--- config.mk ---
export PLATFORM = sky130hd
export DESIGN_NAME = yuyv_to_rgb888_scaled_unit
export DESIGN_NICKNAME = d
export VERILOG_FILES = /design/src/sv/y2rgb_pkg.sv /design/src/sv/yuyv_to_rgb888_scaled_unit.sv /design/src/sv/y2rgb_chroma.sv /design/src/sv/y2rgb_back.sv
export SDC_FILE = /design/constraint.sdc
export NUM_CORES = 1
export LEC_CHECK = 0
export BUFFER_PORTS_ARGS = -buffer_cell sky130_fd_sc_hd__buf_2
export CORE_ASPECT_RATIO = 1.75
export CORE_UTILIZATION = 40
export CTS_CLUSTER_SIZE = 20
export DETAILED_ROUTE_END_ITERATION = 7
export GPL_ROUTABILITY_DRIVEN = 1
export SETUP_SLACK_MARGIN = 0.5
export SYNTH_ARGS = -nofsm -noshare
export SYNTH_HDL_FRONTEND = slang
export SYNTH_SLANG_ARGS = --single-unit
export TNS_END_PERCENT = 1
--- constraint.sdc ---
create_clock -name clk -period 5.8 [get_ports clk]
set_input_delay 0 -clock clk [delete_from_list [all_inputs] [get_ports clk]]
set_output_delay 0 -clock clk [all_outputs]
set_load 0.02 [all_outputs]
--- src/sv/y2rgb_pkg.sv ---
`timescale 1ns / 1ps
// ----------------------------------------------------------------------------
// y2rgb_pkg
// Shared widths, coefficients and stage types for the YUYV to RGB888 unit.
// ----------------------------------------------------------------------------
package y2rgb_pkg;

	localparam int PIX_W  = 8;   // luma, chroma and output channel width
	localparam int DIFF_W = 9;   // chroma minus offset, signed
	localparam int FRAC_W = 20;  // fraction bits of the coefficients
	localparam int PROD_W = 30;  // coefficient times chroma difference, signed
	localparam int TERM_W = PROD_W - FRAC_W; // chroma term after floor shift
	localparam int CH_W   = 11;  // luma plus term before clamping, signed

	localparam logic signed [PROD_W-1:0] COEF_RV = 30'sd1437289;
	localparam logic signed [PROD_W-1:0] COEF_GV = 30'sd731907;
	localparam logic signed [PROD_W-1:0] COEF_GU = 30'sd354034;
	localparam logic signed [PROD_W-1:0] COEF_BU = 30'sd1816601;

	localparam logic signed [DIFF_W-1:0] CHROMA_OFFSET = 9'sd128;
	localparam logic [PIX_W-1:0]         SCALE_NUM     = 8'd220;
	localparam logic [PIX_W-1:0]         CH_MAX        = 8'd255;
	localparam logic [PIX_W-1:0]         OUT_MAX       = 8'd219;

	// Chroma front end to pixel back end
	typedef struct packed {
		logic                     valid;
		logic                     frame_end;
		logic [PIX_W-1:0]         y_first;
		logic [PIX_W-1:0]         y_second;
		logic signed [TERM_W-1:0] r_term;
		logic signed [TERM_W-1:0] g_term;
		logic signed [TERM_W-1:0] b_term;
	} chroma_stage_t;

	// Finished macropixel
	typedef struct packed {
		logic             valid;
		logic             frame_end;
		logic [PIX_W-1:0] red_first;
		logic [PIX_W-1:0] green_first;
		logic [PIX_W-1:0] blue_first;
		logic [PIX_W-1:0] red_second;
		logic [PIX_W-1:0] green_second;
		logic [PIX_W-1:0] blue_second;
	} result_t;

endpackage

--- src/sv/yuyv_to_rgb888_scaled_unit.sv ---
`timescale 1ns / 1ps
// ----------------------------------------------------------------------------
// yuyv_to_rgb888_scaled_unit
// One YUYV macropixel in, two scaled RGB888 pixels out, frame-end passed on.
// ----------------------------------------------------------------------------
// Pipeline: five register stages; done and the result ports are driven
//   directly from the fifth stage.
// Throughput: one macropixel per cycle; busy is always low, since the
//   result strobe cannot be held off and the pipeline never stalls.
// Reset: arst_n clears the valid bits of all five stages; data registers
//   are not reset and no spurious done follows reset.
// ----------------------------------------------------------------------------
module yuyv_to_rgb888_scaled_unit (
	input  logic                        clk,
	input  logic                        arst_n,
	input  logic                        start,
	output logic                        busy,
	input  logic [y2rgb_pkg::PIX_W-1:0] luma_first,
	input  logic [y2rgb_pkg::PIX_W-1:0] chroma_blue,
	input  logic [y2rgb_pkg::PIX_W-1:0] luma_second,
	input  logic [y2rgb_pkg::PIX_W-1:0] chroma_red,
	input  logic                        frame_end_in,
	output logic                        done,
	output logic [y2rgb_pkg::PIX_W-1:0] red_first,
	output logic [y2rgb_pkg::PIX_W-1:0] green_first,
	output logic [y2rgb_pkg::PIX_W-1:0] blue_first,
	output logic [y2rgb_pkg::PIX_W-1:0] red_second,
	output logic [y2rgb_pkg::PIX_W-1:0] green_second,
	output logic [y2rgb_pkg::PIX_W-1:0] blue_second,
	output logic                        frame_end_out
);

	// Stage map:
	//   s1  register inputs, U-128 and V-128
	//   s2  four coefficient products (one 30x9 multiply each)
	//   s3  green product sum, floor shift by 20 (upper bits)
	//   s4  luma plus/minus term, clamp to 0..255, both pixels
	//   s5  x220 >> 8, drives the result ports directly

	y2rgb_pkg::chroma_stage_t chroma_stage;
	y2rgb_pkg::result_t       result;
	logic                     accept;

	// every cycle can take a transfer
	assign busy   = 1'b0;
	assign accept = start & ~busy;

	y2rgb_chroma u_chroma (
		.clk          (clk),
		.arst_n       (arst_n),
		.in_valid     (accept),
		.luma_first   (luma_first),
		.chroma_blue  (chroma_blue),
		.luma_second  (luma_second),
		.chroma_red   (chroma_red),
		.frame_end_in (frame_end_in),
		.stage_out    (chroma_stage)
	);

	y2rgb_back u_back (
		.clk      (clk),
		.arst_n   (arst_n),
		.stage_in (chroma_stage),
		.result   (result)
	);

	// result transfer: one cycle per macropixel, marked by done
	assign done          = result.valid;
	assign frame_end_out = result.frame_end;
	assign red_first     = result.red_first;
	assign green_first   = result.green_first;
	assign blue_first    = result.blue_first;
	assign red_second    = result.red_second;
	assign green_second  = result.green_second;
	assign blue_second   = result.blue_second;

endmodule

--- src/sv/y2rgb_chroma.sv ---
`timescale 1ns / 1ps
// ----------------------------------------------------------------------------
// y2rgb_chroma
// Stages 1-3: chroma offset removal, coefficient products, floor-shifted terms.
// ----------------------------------------------------------------------------
module y2rgb_chroma (
	input  logic                           clk,
	input  logic                           arst_n,
	input  logic                           in_valid,
	input  logic [y2rgb_pkg::PIX_W-1:0]    luma_first,
	input  logic [y2rgb_pkg::PIX_W-1:0]    chroma_blue,
	input  logic [y2rgb_pkg::PIX_W-1:0]    luma_second,
	input  logic [y2rgb_pkg::PIX_W-1:0]    chroma_red,
	input  logic                           frame_end_in,
	output y2rgb_pkg::chroma_stage_t       stage_out
);

	// stage 1: captured inputs, chroma differences
	logic                                  valid_s1;
	logic                                  fe_s1;
	logic [y2rgb_pkg::PIX_W-1:0]           y0_s1, y1_s1;
	logic signed [y2rgb_pkg::DIFF_W-1:0]   du_s1, dv_s1;

	// stage 2: products
	logic                                  valid_s2;
	logic                                  fe_s2;
	logic [y2rgb_pkg::PIX_W-1:0]           y0_s2, y1_s2;
	logic signed [y2rgb_pkg::PROD_W-1:0]   rv_s2, gv_s2, gu_s2, bu_s2;

	// stage 3: terms
	logic                                  valid_s3;
	logic                                  fe_s3;
	logic [y2rgb_pkg::PIX_W-1:0]           y0_s3, y1_s3;
	logic signed [y2rgb_pkg::TERM_W-1:0]   rt_s3, gt_s3, bt_s3;

	logic signed [y2rgb_pkg::DIFF_W-1:0]   du_c, dv_c;
	logic signed [y2rgb_pkg::PROD_W-1:0]   g_sum_c;

	assign du_c = $signed({1'b0, chroma_blue}) - y2rgb_pkg::CHROMA_OFFSET;
	assign dv_c = $signed({1'b0, chroma_red}) - y2rgb_pkg::CHROMA_OFFSET;

	// no overflow: |sum| < 2^28
	assign g_sum_c = gv_s2 + gu_s2;

	always_ff @(posedge clk or negedge arst_n) begin
		if (!arst_n) begin
			valid_s1 <= 1'b0;
			valid_s2 <= 1'b0;
			valid_s3 <= 1'b0;
		end else begin
			valid_s1 <= in_valid;
			valid_s2 <= valid_s1;
			valid_s3 <= valid_s2;
		end
	end

	always_ff @(posedge clk) begin
		fe_s1 <= frame_end_in;
		y0_s1 <= luma_first;
		y1_s1 <= luma_second;
		du_s1 <= du_c;
		dv_s1 <= dv_c;

		fe_s2 <= fe_s1;
		y0_s2 <= y0_s1;
		y1_s2 <= y1_s1;
		rv_s2 <= y2rgb_pkg::COEF_RV * y2rgb_pkg::PROD_W'(dv_s1);
		gv_s2 <= y2rgb_pkg::COEF_GV * y2rgb_pkg::PROD_W'(dv_s1);
		gu_s2 <= y2rgb_pkg::COEF_GU * y2rgb_pkg::PROD_W'(du_s1);
		bu_s2 <= y2rgb_pkg::COEF_BU * y2rgb_pkg::PROD_W'(du_s1);

		// upper bits of a signed value are its floor shift
		fe_s3 <= fe_s2;
		y0_s3 <= y0_s2;
		y1_s3 <= y1_s2;
		rt_s3 <= rv_s2[y2rgb_pkg::PROD_W-1:y2rgb_pkg::FRAC_W];
		gt_s3 <= g_sum_c[y2rgb_pkg::PROD_W-1:y2rgb_pkg::FRAC_W];
		bt_s3 <= bu_s2[y2rgb_pkg::PROD_W-1:y2rgb_pkg::FRAC_W];
	end

	assign stage_out.valid     = valid_s3;
	assign stage_out.frame_end = fe_s3;
	assign stage_out.y_first   = y0_s3;
	assign stage_out.y_second  = y1_s3;
	assign stage_out.r_term    = rt_s3;
	assign stage_out.g_term    = gt_s3;
	assign stage_out.b_term    = bt_s3;

	// term magnitudes bounded by coefficient * 128 / 2^20
	a_r_term_range: assert property (@(posedge clk) disable iff (!arst_n)
		valid_s3 |-> (rt_s3 >= -10'sd176 && rt_s3 <= 10'sd175))
		else $error("red chroma term out of range");

	a_b_term_range: assert property (@(posedge clk) disable iff (!arst_n)
		valid_s3 |-> (bt_s3 >= -10'sd222 && bt_s3 <= 10'sd221))
		else $error("blue chroma term out of range");

endmodule

--- src/sv/y2rgb_back.sv ---
`timescale 1ns / 1ps
// ----------------------------------------------------------------------------
// y2rgb_back
// Stages 4-5: add luma, clamp to 0..255, scale by 220/256 for both pixels.
// ----------------------------------------------------------------------------
module y2rgb_back (
	input  logic                     clk,
	input  logic                     arst_n,
	input  y2rgb_pkg::chroma_stage_t stage_in,
	output y2rgb_pkg::result_t       result
);

	function automatic logic [y2rgb_pkg::PIX_W-1:0] clamp_ch(
		input logic signed [y2rgb_pkg::CH_W-1:0] ch
	);
		logic [y2rgb_pkg::PIX_W-1:0] res;
		if (ch[y2rgb_pkg::CH_W-1])
			res = '0;
		else if (ch[y2rgb_pkg::CH_W-2:y2rgb_pkg::PIX_W] != '0)
			res = y2rgb_pkg::CH_MAX;
		else
			res = ch[y2rgb_pkg::PIX_W-1:0];
		return res;
	endfunction

	function automatic logic [y2rgb_pkg::PIX_W-1:0] scale_ch(
		input logic [y2rgb_pkg::PIX_W-1:0] c
	);
		logic [2*y2rgb_pkg::PIX_W-1:0] prod;
		prod = (2*y2rgb_pkg::PIX_W)'(c) * (2*y2rgb_pkg::PIX_W)'(y2rgb_pkg::SCALE_NUM);
		return prod[2*y2rgb_pkg::PIX_W-1:y2rgb_pkg::PIX_W];
	endfunction

	logic signed [y2rgb_pkg::CH_W-1:0] y0_c, y1_c;
	logic signed [y2rgb_pkg::CH_W-1:0] rt_c, gt_c, bt_c;

	logic                              valid_s4, valid_s5;
	logic                              fe_s4, fe_s5;
	logic [y2rgb_pkg::PIX_W-1:0]       r0_s4, g0_s4, b0_s4, r1_s4, g1_s4, b1_s4;
	logic [y2rgb_pkg::PIX_W-1:0]       r0_s5, g0_s5, b0_s5, r1_s5, g1_s5, b1_s5;

	assign y0_c = $signed({3'b000, stage_in.y_first});
	assign y1_c = $signed({3'b000, stage_in.y_second});
	assign rt_c = y2rgb_pkg::CH_W'(stage_in.r_term);
	assign gt_c = y2rgb_pkg::CH_W'(stage_in.g_term);
	assign bt_c = y2rgb_pkg::CH_W'(stage_in.b_term);

	always_ff @(posedge clk or negedge arst_n) begin
		if (!arst_n) begin
			valid_s4 <= 1'b0;
			valid_s5 <= 1'b0;
		end else begin
			valid_s4 <= stage_in.valid;
			valid_s5 <= valid_s4;
		end
	end

	always_ff @(posedge clk) begin
		fe_s4 <= stage_in.frame_end;
		r0_s4 <= clamp_ch(y0_c + rt_c);
		g0_s4 <= clamp_ch(y0_c - gt_c);
		b0_s4 <= clamp_ch(y0_c + bt_c);
		r1_s4 <= clamp_ch(y1_c + rt_c);
		g1_s4 <= clamp_ch(y1_c - gt_c);
		b1_s4 <= clamp_ch(y1_c + bt_c);

		fe_s5 <= fe_s4;
		r0_s5 <= scale_ch(r0_s4);
		g0_s5 <= scale_ch(g0_s4);
		b0_s5 <= scale_ch(b0_s4);
		r1_s5 <= scale_ch(r1_s4);
		g1_s5 <= scale_ch(g1_s4);
		b1_s5 <= scale_ch(b1_s4);
	end

	assign result.valid        = valid_s5;
	assign result.frame_end    = fe_s5;
	assign result.red_first    = r0_s5;
	assign result.green_first  = g0_s5;
	assign result.blue_first   = b0_s5;
	assign result.red_second   = r1_s5;
	assign result.green_second = g1_s5;
	assign result.blue_second  = b1_s5;

	a_first_range: assert property (@(posedge clk) disable iff (!arst_n)
		valid_s5 |-> (r0_s5 <= y2rgb_pkg::OUT_MAX && g0_s5 <= y2rgb_pkg::OUT_MAX
			&& b0_s5 <= y2rgb_pkg::OUT_MAX))
		else $error("first pixel channel above scaled maximum");

	a_second_range: assert property (@(posedge clk) disable iff (!arst_n)
		valid_s5 |-> (r1_s5 <= y2rgb_pkg::OUT_MAX && g1_s5 <= y2rgb_pkg::OUT_MAX
			&& b1_s5 <= y2rgb_pkg::OUT_MAX))
		else $error("second pixel channel above scaled maximum");

endmodule

; ---- After elaboration in Yosys (flattened, before gate mapping)
; Cells that the tools add are included.
; W data, S select, Z words.
[word_totals]
reg_bits = 321
elab_cells = 68
in_bits = 36
output_inout_bits = 51
[op_classes]
reduce_logical = 6
add_sub_neg = 9
n_mul = 10
n_mux = 6
[ops]
columns = operator, n
row1 = $mul A8 B6 Y14 const B, 6
row2 = $mul A22 B9 Y30 const A, 2
row3 = $mux W8, 6
row4 = $add A9 B10 Y11, 4
row5 = $add A30 B30 Y30, 1
row6 = $mul A21 B9 Y30 const A, 1
row7 = $mul A19 B9 Y28 const A, 1
row8 = $sub A9 B10 Y11, 2
row9 = $sub A8 B8 Y9 const B, 2
row10 = $reduce_bool A2 Y1, 6

; ---- Depth between registers and ports, before layout
; Gate-level depths: netlist of run 1.
[logic_depth]
ltp_word = 3
mapped_depth = 19
mapped_depth_nobuf = 18

; ---- Modules after synthesis
; From an unflattened synthesis of run 1, not the netlist that was laid out.
[unflattened]
hier_cells = 2495
hier_area_um2 = 25295.5
[by_module_without_submodules]
columns = mod, area_each_um2, instances, cells_each
row1 = y2rgb_chroma, 14358.8, 1, 1330
row2 = y2rgb_back, 10925.5, 1, 1163
row3 = yuyv_to_rgb888_scaled_unit, 11.3, 1, 2

; ---- Worst setup path after synthesis of run 1
; No wires, ideal clock.
[synth_path]
path_type = register to register
startpoint = register u_chroma.du_s1[7] (netlist bit)
endpoint = register u_chroma.bu_s2[29] (netlist bit)
path_buffers = 0
arrival_ns = 5.128
stages_incl_launch_ff = 18
path_slack_ns = 0.531
period_less_slack_ns = 5.269
setup_time_ns = 0.141
cell_sequence = dfxtp_1 > clkinv_1 > ha_1 > xor2_1 > xnor2_1 > inv_1 > fa_1 > fa_1 > inv_1 > ha_1 > ha_1 > a21oi_1 > o211ai_1 > a2111oi_2 > nor3_1 > a211o_1 > a21oi_2 > xnor2_1
[synth_between]
elab_chain_cells = 1
[synth_lines]
columns = element, line_no
row1 = from (decl), y2rgb_chroma.sv:22  ; logic signed [y2rgb_pkg::DIFF_W-1:0] du_s1, dv_s1;
row2 = from (signal assigned), y2rgb_chroma.sv:61  ; du_s1 <= du_c;
row3 = $mul A22 B9 Y30, y2rgb_chroma.sv:70  ; bu_s2 <= y2rgb_pkg::COEF_BU * y2rgb_pkg::PROD_W'(du_s1);
row4 = to (signal assigned), y2rgb_chroma.sv:70
row5 = to (decl), y2rgb_chroma.sv:28  ; logic signed [y2rgb_pkg::PROD_W-1:0] rv_s2, gv_s2, gu_s2, bu_s2;
; No other way between the ends.
; A chain may end at the register's enable or synchronous reset.

; ---- Final worst setup path of run 1
[layout_path]
startpoint = register u_chroma.dv_s1[4] (netlist bit)
endpoint = register u_chroma.rv_s2[26] (netlist bit)
[layout_between]
elab_chain_cells = 1
[layout_lines]
columns = element, line_no
row1 = from (decl), y2rgb_chroma.sv:22
row2 = from (signal assigned), y2rgb_chroma.sv:62  ; dv_s1 <= dv_c;
row3 = $mul A22 B9 Y30, y2rgb_chroma.sv:67  ; rv_s2 <= y2rgb_pkg::COEF_RV * y2rgb_pkg::PROD_W'(dv_s1);
row4 = to (signal assigned), y2rgb_chroma.sv:67
row5 = to (decl), y2rgb_chroma.sv:28
; No other way between the ends.

==> reports/results.tsv, run 1 <==
stage	metric	value	unit
placed_design	routability cong.	0.929	
clocking	CTS tree	yes	
setup_path	critical register-to-register path startpoint	u_chroma.dv_s1[4]$_DFF_P_	
floorplanning	height of the die	329	um
synth	Synth Cell Area	24500	um^2
global_route	vias in the first global route	18282	
sta	Final Max Tran Viols	0	
run_status	status	finished, final reports clean	
sta	crit share post-route	87.0	%
synth	Post-Synth Simple-Gate Area	6.25	%
synth	post-synthesis xor/xnor area fraction	5.00	%
floorplanning	Row Count	119	
routing	Post-route DRC	0	
global_route	GRT Residual Overflow	0	
synth	adder-cell share of the synthesized area	47.4	%
setup_path	Startpoint Class	flop	
cells_and_area	Nets	3382	
clocking	Post-CTS Setup Inserts	0	
sta	minimum clock period	5.05	ns
sta	Worst-Margin Slew	0.856	ns
synth	most instantiated cells after synthesis	ha_1 (552), inv_1 (454), dfxtp_1 (272), fa_1 (235), a21oi_1 (118)	
clocking	htree depth	1	
synth	distinct cell type count after synthesis	80	
synth	ranking of synthesized cells by area	ha_1 (28%), dfxtp_1 (22%), fa_1 (19%), inv_1 (7.0%), xnor2_1 (3.4%)	
worst_hold_path	Hold Startpoint	luma_first[1]	
floorplanning	DIE AREA	62300	um^2
clocking	CTS sink count	277	
clocking	root buf cell	clkbuf_16	
placed_design	port bufs	85	
sta	Final TNS setup	0	ns
job	Max Cap Viol	0	
routing	drt first pass iters	7	
synth	Synth Flop Type	dfxtp_1	
clocking	Worst-path clk slew	0.07	ns
routing	post-DR wirelength/cell	15.9	um
synth	mux share of post-synthesis cell area	0	%
sta	final setup violation count	0	
cells_and_area	number of diodes	0	
synth	Post-Synthesis Cells	2403	
floorplanning	core region area	60300	um^2
clocking	worst-skew pair later-pin latency	0.60	ns
routing	final WL	53600	um
sta	final hold vios	0	
floorplanning	Ports	87	
synth	Seq cells post-synth	277	
floorplanning	initial core utilization	40.6	%
sta	Setup Skew	0.0348	ns
setup_path	Crit Path Class	flop to flop	
synth	EDFF count, synth	0	
setup_path	CP max FO	8	
cells_and_area	Area Growth Syn to Fin	11.8	%
setup_path	Setup crit start	u_chroma.dv_s1[4]$_DFF_P_	
global_route	initial antenna violation count	0	
synth	Yosys top cell by area	ha_1	
clocking	CTS max path bufs	3	
clocking	CTS buffer count	30	
routing	Via density	4.96	
synth	most frequent cell after synthesis	ha_1	
setup_path	CP endpoint kind	flop	
global_route	first-pass GRT wire length	89200	um
worst_hold_path	HP Class	input pin to flop	
synth	yosys warns	0	
synth	largest family of logic cells by synthesized area	adder cells	
sta	Max Clk Rate	198	MHz
synth	asr flop ratio synth	1.81	%
setup_path	Crit path required time	6.26	ns
synth	Seq/Total Area, Yosys	22.7	%
synth	Synth top area share	28.2	%
sta	RSZ-0062 raised after global routing	true	
synth	Synth Area in Compound Gates	11.6	%
placed_design	DP HPWL	46000	um
floorplanning	Chip Width	189	um
sta	final hold slack	0.0376	ns
routing	Final ANT Viol Nets	0	
routing	Vias	16726	
routing	1st-iter DRT viols	478	
global_route	GRT Total Usage	17.9	%
cells_and_area	share of layout cells above drive strength 1	7.59	%
synth	Avg Inst Size Synth	10.2	um^2
cells_and_area	final cell count without fillers	3369	
sta	Slew headroom	43.0	%
setup_path	WP data arrival	5.51	ns
global_route	pin count of the biggest net entering global routing	22	
synth	synthesized netlist net count	3226	
placed_design	placed cells	3277	
[sequential cells by signal, summed over array words and instances, names as in the netlist, 10 cells and up]
signal,flops
u_chroma.bu_s2,15
u_chroma.bt_s3,10
u_chroma.gu_s2,23
u_chroma.rt_s3,10
u_chroma.gv_s2,29
u_chroma.gt_s3,10
u_chroma.rv_s2,10
[cell type report]
type / count / area (um^2)
timing repair buffer: 130 / 853
sequential: 277 / 5580
clock inverter: 23 / 288
inverter: 455 / 1710
fill: 5719 / 32900
tap: 786 / 983
multi-input combinational: 1665 / 17200
clock buffer: 33 / 782
[cells by family (layout without fill, tap and decap cells)]
family	after synthesis	in the layout
and+or+nand+nor	316	316
buffers and inverters	461	641
AOI/OAI and AO/OA	421	421
xor gates and xnor gates	140	140
adders and majority gates	787	787
DFF	277	277
other	1	1
[layout by cell type (no fill, tap or decap), types with 15 or more instances in the layout]
master | synthesis | layout
a21o_1 | 46 | 46
a21oi_1 | 118 | 118
buf_2 | 1 | 85
clkbuf_16 | 0 | 30
dfxtp_1 | 272 | 265
dlygate4sd3_1 | 0 | 36
fa_1 | 235 | 235
ha_1 | 552 | 550
inv_1 | 454 | 454
nand2_1 | 65 | 65
nand2b_1 | 15 | 15
nor2_1 | 101 | 101
nor2b_1 | 27 | 27
nor3_1 | 34 | 32
o21a_1 | 25 | 25
o21ai_0 | 77 | 76
o21bai_1 | 16 | 16
xnor2_1 | 94 | 94
xor2_1 | 46 | 46
[layer usage]
metal / up-vias / GRT usage (%) / routed length (um)
li1: 8350 / - / -
met1: 8020 / 17.9 / 19700
met4: 0 / 8.06 / 2560
met3: 109 / 1.52 / 1400
met2: 247 / 36.6 / 29900
met5: - / 0 / 0
[critical path: stages, from the launching register on]
cell and delay [ns]:
dfxtp_1 0.63, ha_1 0.48, inv_1 0.18, fa_1 0.53, fa_1 0.51, inv_1 0.05
fa_1 0.42, ha_1 0.29, ha_1 0.37, a21o_1 0.20, a21o_1 0.20, a2111oi_0 0.59
o221ai_1 0.30, nand2_1 0.12, a21oi_1 0.05
[metrics by stage]
step | setup WS (ns) | instance area [um^2] | utilization, %
final | 0.751 | 27400 | 45.5
after global routing | 0.491 | 27400 | 45.5
after CTS | 0.579 | 27400 | 45.4
after detailed placement | 0.618 | 26000 | 43.1
after global placement | 0.736 | 26000 | 43.1
after floorplan | 0.531 | 24500 | -
[worst paths after layout]
kind,end,cells after the start,slack [ns]
max reg2reg,u_chroma.rv_s2[26]$_DFF_P_,14,0.75
min reg2reg,u_chroma.y0_s3[3]$_DFF_P_,0,0.31
min in group asynchronous,u_chroma.valid_s1$_DFF_PN0_,3,0.33
max in group asynchronous,u_chroma.valid_s2$_DFF_PN0_,3,5.29
max,u_chroma.rv_s2[26]$_DFF_P_,14,0.75
min,u_chroma.y0_s1[1]$_DFF_P_,2,0.04
[repair_timing]
| item | 4_1_cts | 5_1_grt |
|---|---|---|
| hold buffers | 36 | 0 |
| resized for setup | 0 | 12 |
| endpoints found under the setup margin | 0 | 15 |
| endpoints found under the hold margin | 39 | 0 |
Power of run 1 is left out: the tool's default activity adds up to more than one toggle a clock period on the data nets, which glitch-free logic cannot reach.
==> inputs of run 2 (changes only) <==
CORE_UTILIZATION = 50   (was 40)
PLACE_DENSITY = 0.67   (was default)
==> run 2 against run 1 <==
Sequential share of layout area increased by 0.20 points; maximum frequency fell by 1.0%; die area down 20%; setup slack lost 0.052 ns; largest cell class unchanged.
==> reports/results.tsv, run 2 (synthesis gave the netlist of run 1 again) <==
stage	metric	value	unit
setup_path	Worst path max stage delay	0.70	ns
sta	Max Clk Rate	196	MHz
cells_and_area	number of diodes	0	
placed_design	pre-CTS setup slack	0.647	ns
setup_path	Worst path slowest cell	dfxtp_1	
routing	Final ANT Viol Nets	0	
global_route	initial antenna violation count	0	
cells_and_area	share of layout cells above drive strength 1	7.03	%
worst_hold_path	HP Class	input pin to flop	
cells_and_area	top flop regs	u_chroma.gv_s2 (29), u_chroma.gu_s2 (23), u_chroma.bu_s2 (15)	
worst_hold_path	hold endpoint	u_chroma.du_s1[2]$_DFF_P_	
sta	Slew headroom	42.3	%
global_route	pin count of the biggest net entering global routing	22	
cells_and_area	most frequent cells in the layout	ha_1 (550), inv_1 (454), dfxtp_1 (268), fa_1 (235), a21oi_1 (118)	
cells_and_area	Fill cells	4242	
floorplanning	Chip Width	169	um
cells_and_area	max reg flops	29	
cells_and_area	Largest Register	u_chroma.gv_s2	
sta	Worst-Margin Slew	0.866	ns
setup_path	Crit path required time	6.25	ns
cells_and_area	commonest non-fill, non-tap cell in the layout	ha_1	
sta	PnR worst setup slack	0.700	ns
clocking	CTS tree	yes	
sta	Final TNS setup	0	ns
placed_design	placed cells	3144	
setup_path	CP endpoint kind	flop	
worst_hold_path	Worst Hold Path Cells	2	
sta	final setup violation count	0	
routing	Post-route DRC	0	
global_route	GRT Total Usage	22.4	%
run_status	status	finished, final reports clean	
floorplanning	height of the die	295	um
setup_path	reg2reg end	u_chroma.rv_s2[28]$_DFF_P_	
clocking	htree depth	1	
routing	Via density	5.20	
cells_and_area	Nets	3378	
clocking	CTS max path bufs	3	
clocking	CTS sink count	277	
setup_path	R2R setup slack	0.70	ns
clocking	Post-CTS Setup Inserts	0	
worst_hold_path	Hold Startpoint	chroma_blue[2]	
routing	final WL	53200	um
setup_path	WP data arrival	5.55	ns
global_route	vias in the first global route	18222	
setup_path	Reg2Reg Depth	16	
sta	RSZ-0062 raised after global routing	true	
setup_path	critical register-to-register path startpoint	u_chroma.dv_s1[5]$_DFF_P_	
sta	Final Max Tran Viols	0	
floorplanning	DIE AREA	49900	um^2
setup_path	Cell Chain, Critical Path	ha_1 -> inv_1 -> fa_1 -> inv_1 -> fa_1 -> fa_1 -> ha_1 -> ha_1 -> a21oi_1 -> nor2b_1 -> o21ai_0 -> o21ai_1 -> o41a_1 -> a31oi_1 -> a21boi_0 -> xor2_1	
routing	post-DR wirelength/cell	16.5	um
cells_and_area	final cell count without fillers	3229	
sta	minimum clock period	5.10	ns
sta	crit share post-route	87.9	%
placed_design	DP HPWL	45500	um
clocking	worst-skew pair later-pin latency	0.57	ns
job	Max Cap Viol	0	
floorplanning	initial core utilization	50.4	%
routing	Vias	16778	
placed_design	port bufs	85	
setup_path	CP max FO	9	
setup_path	Startpoint Class	flop	
floorplanning	Row Count	107	
routing	drt first pass iters	5	
placed_design	routability cong.	0.932	
clocking	root buf cell	clkbuf_16	
sta	final hold slack	0.0616	ns
cells_and_area	Area Growth Syn to Fin	10.7	%
clocking	Worst-path clk slew	0.07	ns
setup_path	Crit Path Class	flop to flop	
floorplanning	Ports	87	
clocking	CTS buffer count	27	
global_route	first-pass GRT wire length	88700	um
routing	1st-iter DRT viols	572	
global_route	GRT Residual Overflow	0	
floorplanning	core region area	48600	um^2
sta	final hold vios	0	
sta	Setup Skew	0.0156	ns
-- run 2: critical path: cells and delay by family (launching register included) --
kind,cells,cell delay [ns]
DFF,1,0.70
xor gates and xnor gates,1,0.16
buffers and inverters,2,0.22
adders and majority gates,6,2.51
AOI/OAI and AO/OA,6,1.33
and+or+nand+nor,1,0.05
-- run 2: metrics by stage --
| stage | cell area (um^2) | util (%) |
|---|---|---|
| after CTS | 27100 | 55.8 |
| final | 27100 | 55.8 |
| after global routing | 27100 | 55.8 |
| after floorplan | 24500 | - |
| after detailed placement | 25800 | 53.1 |
| after global placement | 25800 | 53.1 |
-- run 2: layer usage --
metal / vias to the layer above / global-route usage (%) / share of wire [%]
li1: 8341 / - / -
met1: 8047 / 22.5 / 37
met2: 256 / 44.7 / 55
met3: 134 / 2.12 / 2.4
met4: 0 / 11.5 / 5.7
met5: - / 0 / 0
-- run 2: worst max path at each step --
stage | from | endpoint | slack, ns | depth (start not counted)
after floorplan | u_chroma.du_s1[7]$_DFF_P_ | u_chroma.bu_s2[29]$_DFF_P_ | 0.53 | 17
after global placement | u_chroma.du_s1[2]$_DFF_P_ | u_chroma.gu_s2[28]$_DFF_P_ | 0.77 | 15
after detailed placement | u_chroma.du_s1[2]$_DFF_P_ | u_chroma.gu_s2[28]$_DFF_P_ | 0.65 | 15
after CTS | u_chroma.du_s1[0]$_DFF_P_ | u_chroma.bu_s2[23]$_DFF_P_ | 0.61 | 14
after global routing | u_chroma.dv_s1[2]$_DFF_P_ | u_chroma.rv_s2[28]$_DFF_P_ | 0.42 | 17
final | u_chroma.dv_s1[5]$_DFF_P_ | u_chroma.rv_s2[28]$_DFF_P_ | 0.70 | 16
-- run 2: cell type report --
type	instances	area, um^2	share of cell area, %
repair buffers	129	846	3.12
inverters	455	1710	6.29
well taps	654	818	3.02
multi-input cells	1665	17200	63.4
flip-flops and latches	277	5580	20.5
clock inverters	14	221	0.816
clock buffers	35	756	2.79
-- run 2: what timing repair did --
action,CTS,global route
endpoints found under the hold margin,39,0
hold buffers,36,0
setup endpoints to repair,0,17
gates resized for setup,0,7
Power of run 2 is left out for the same reason.
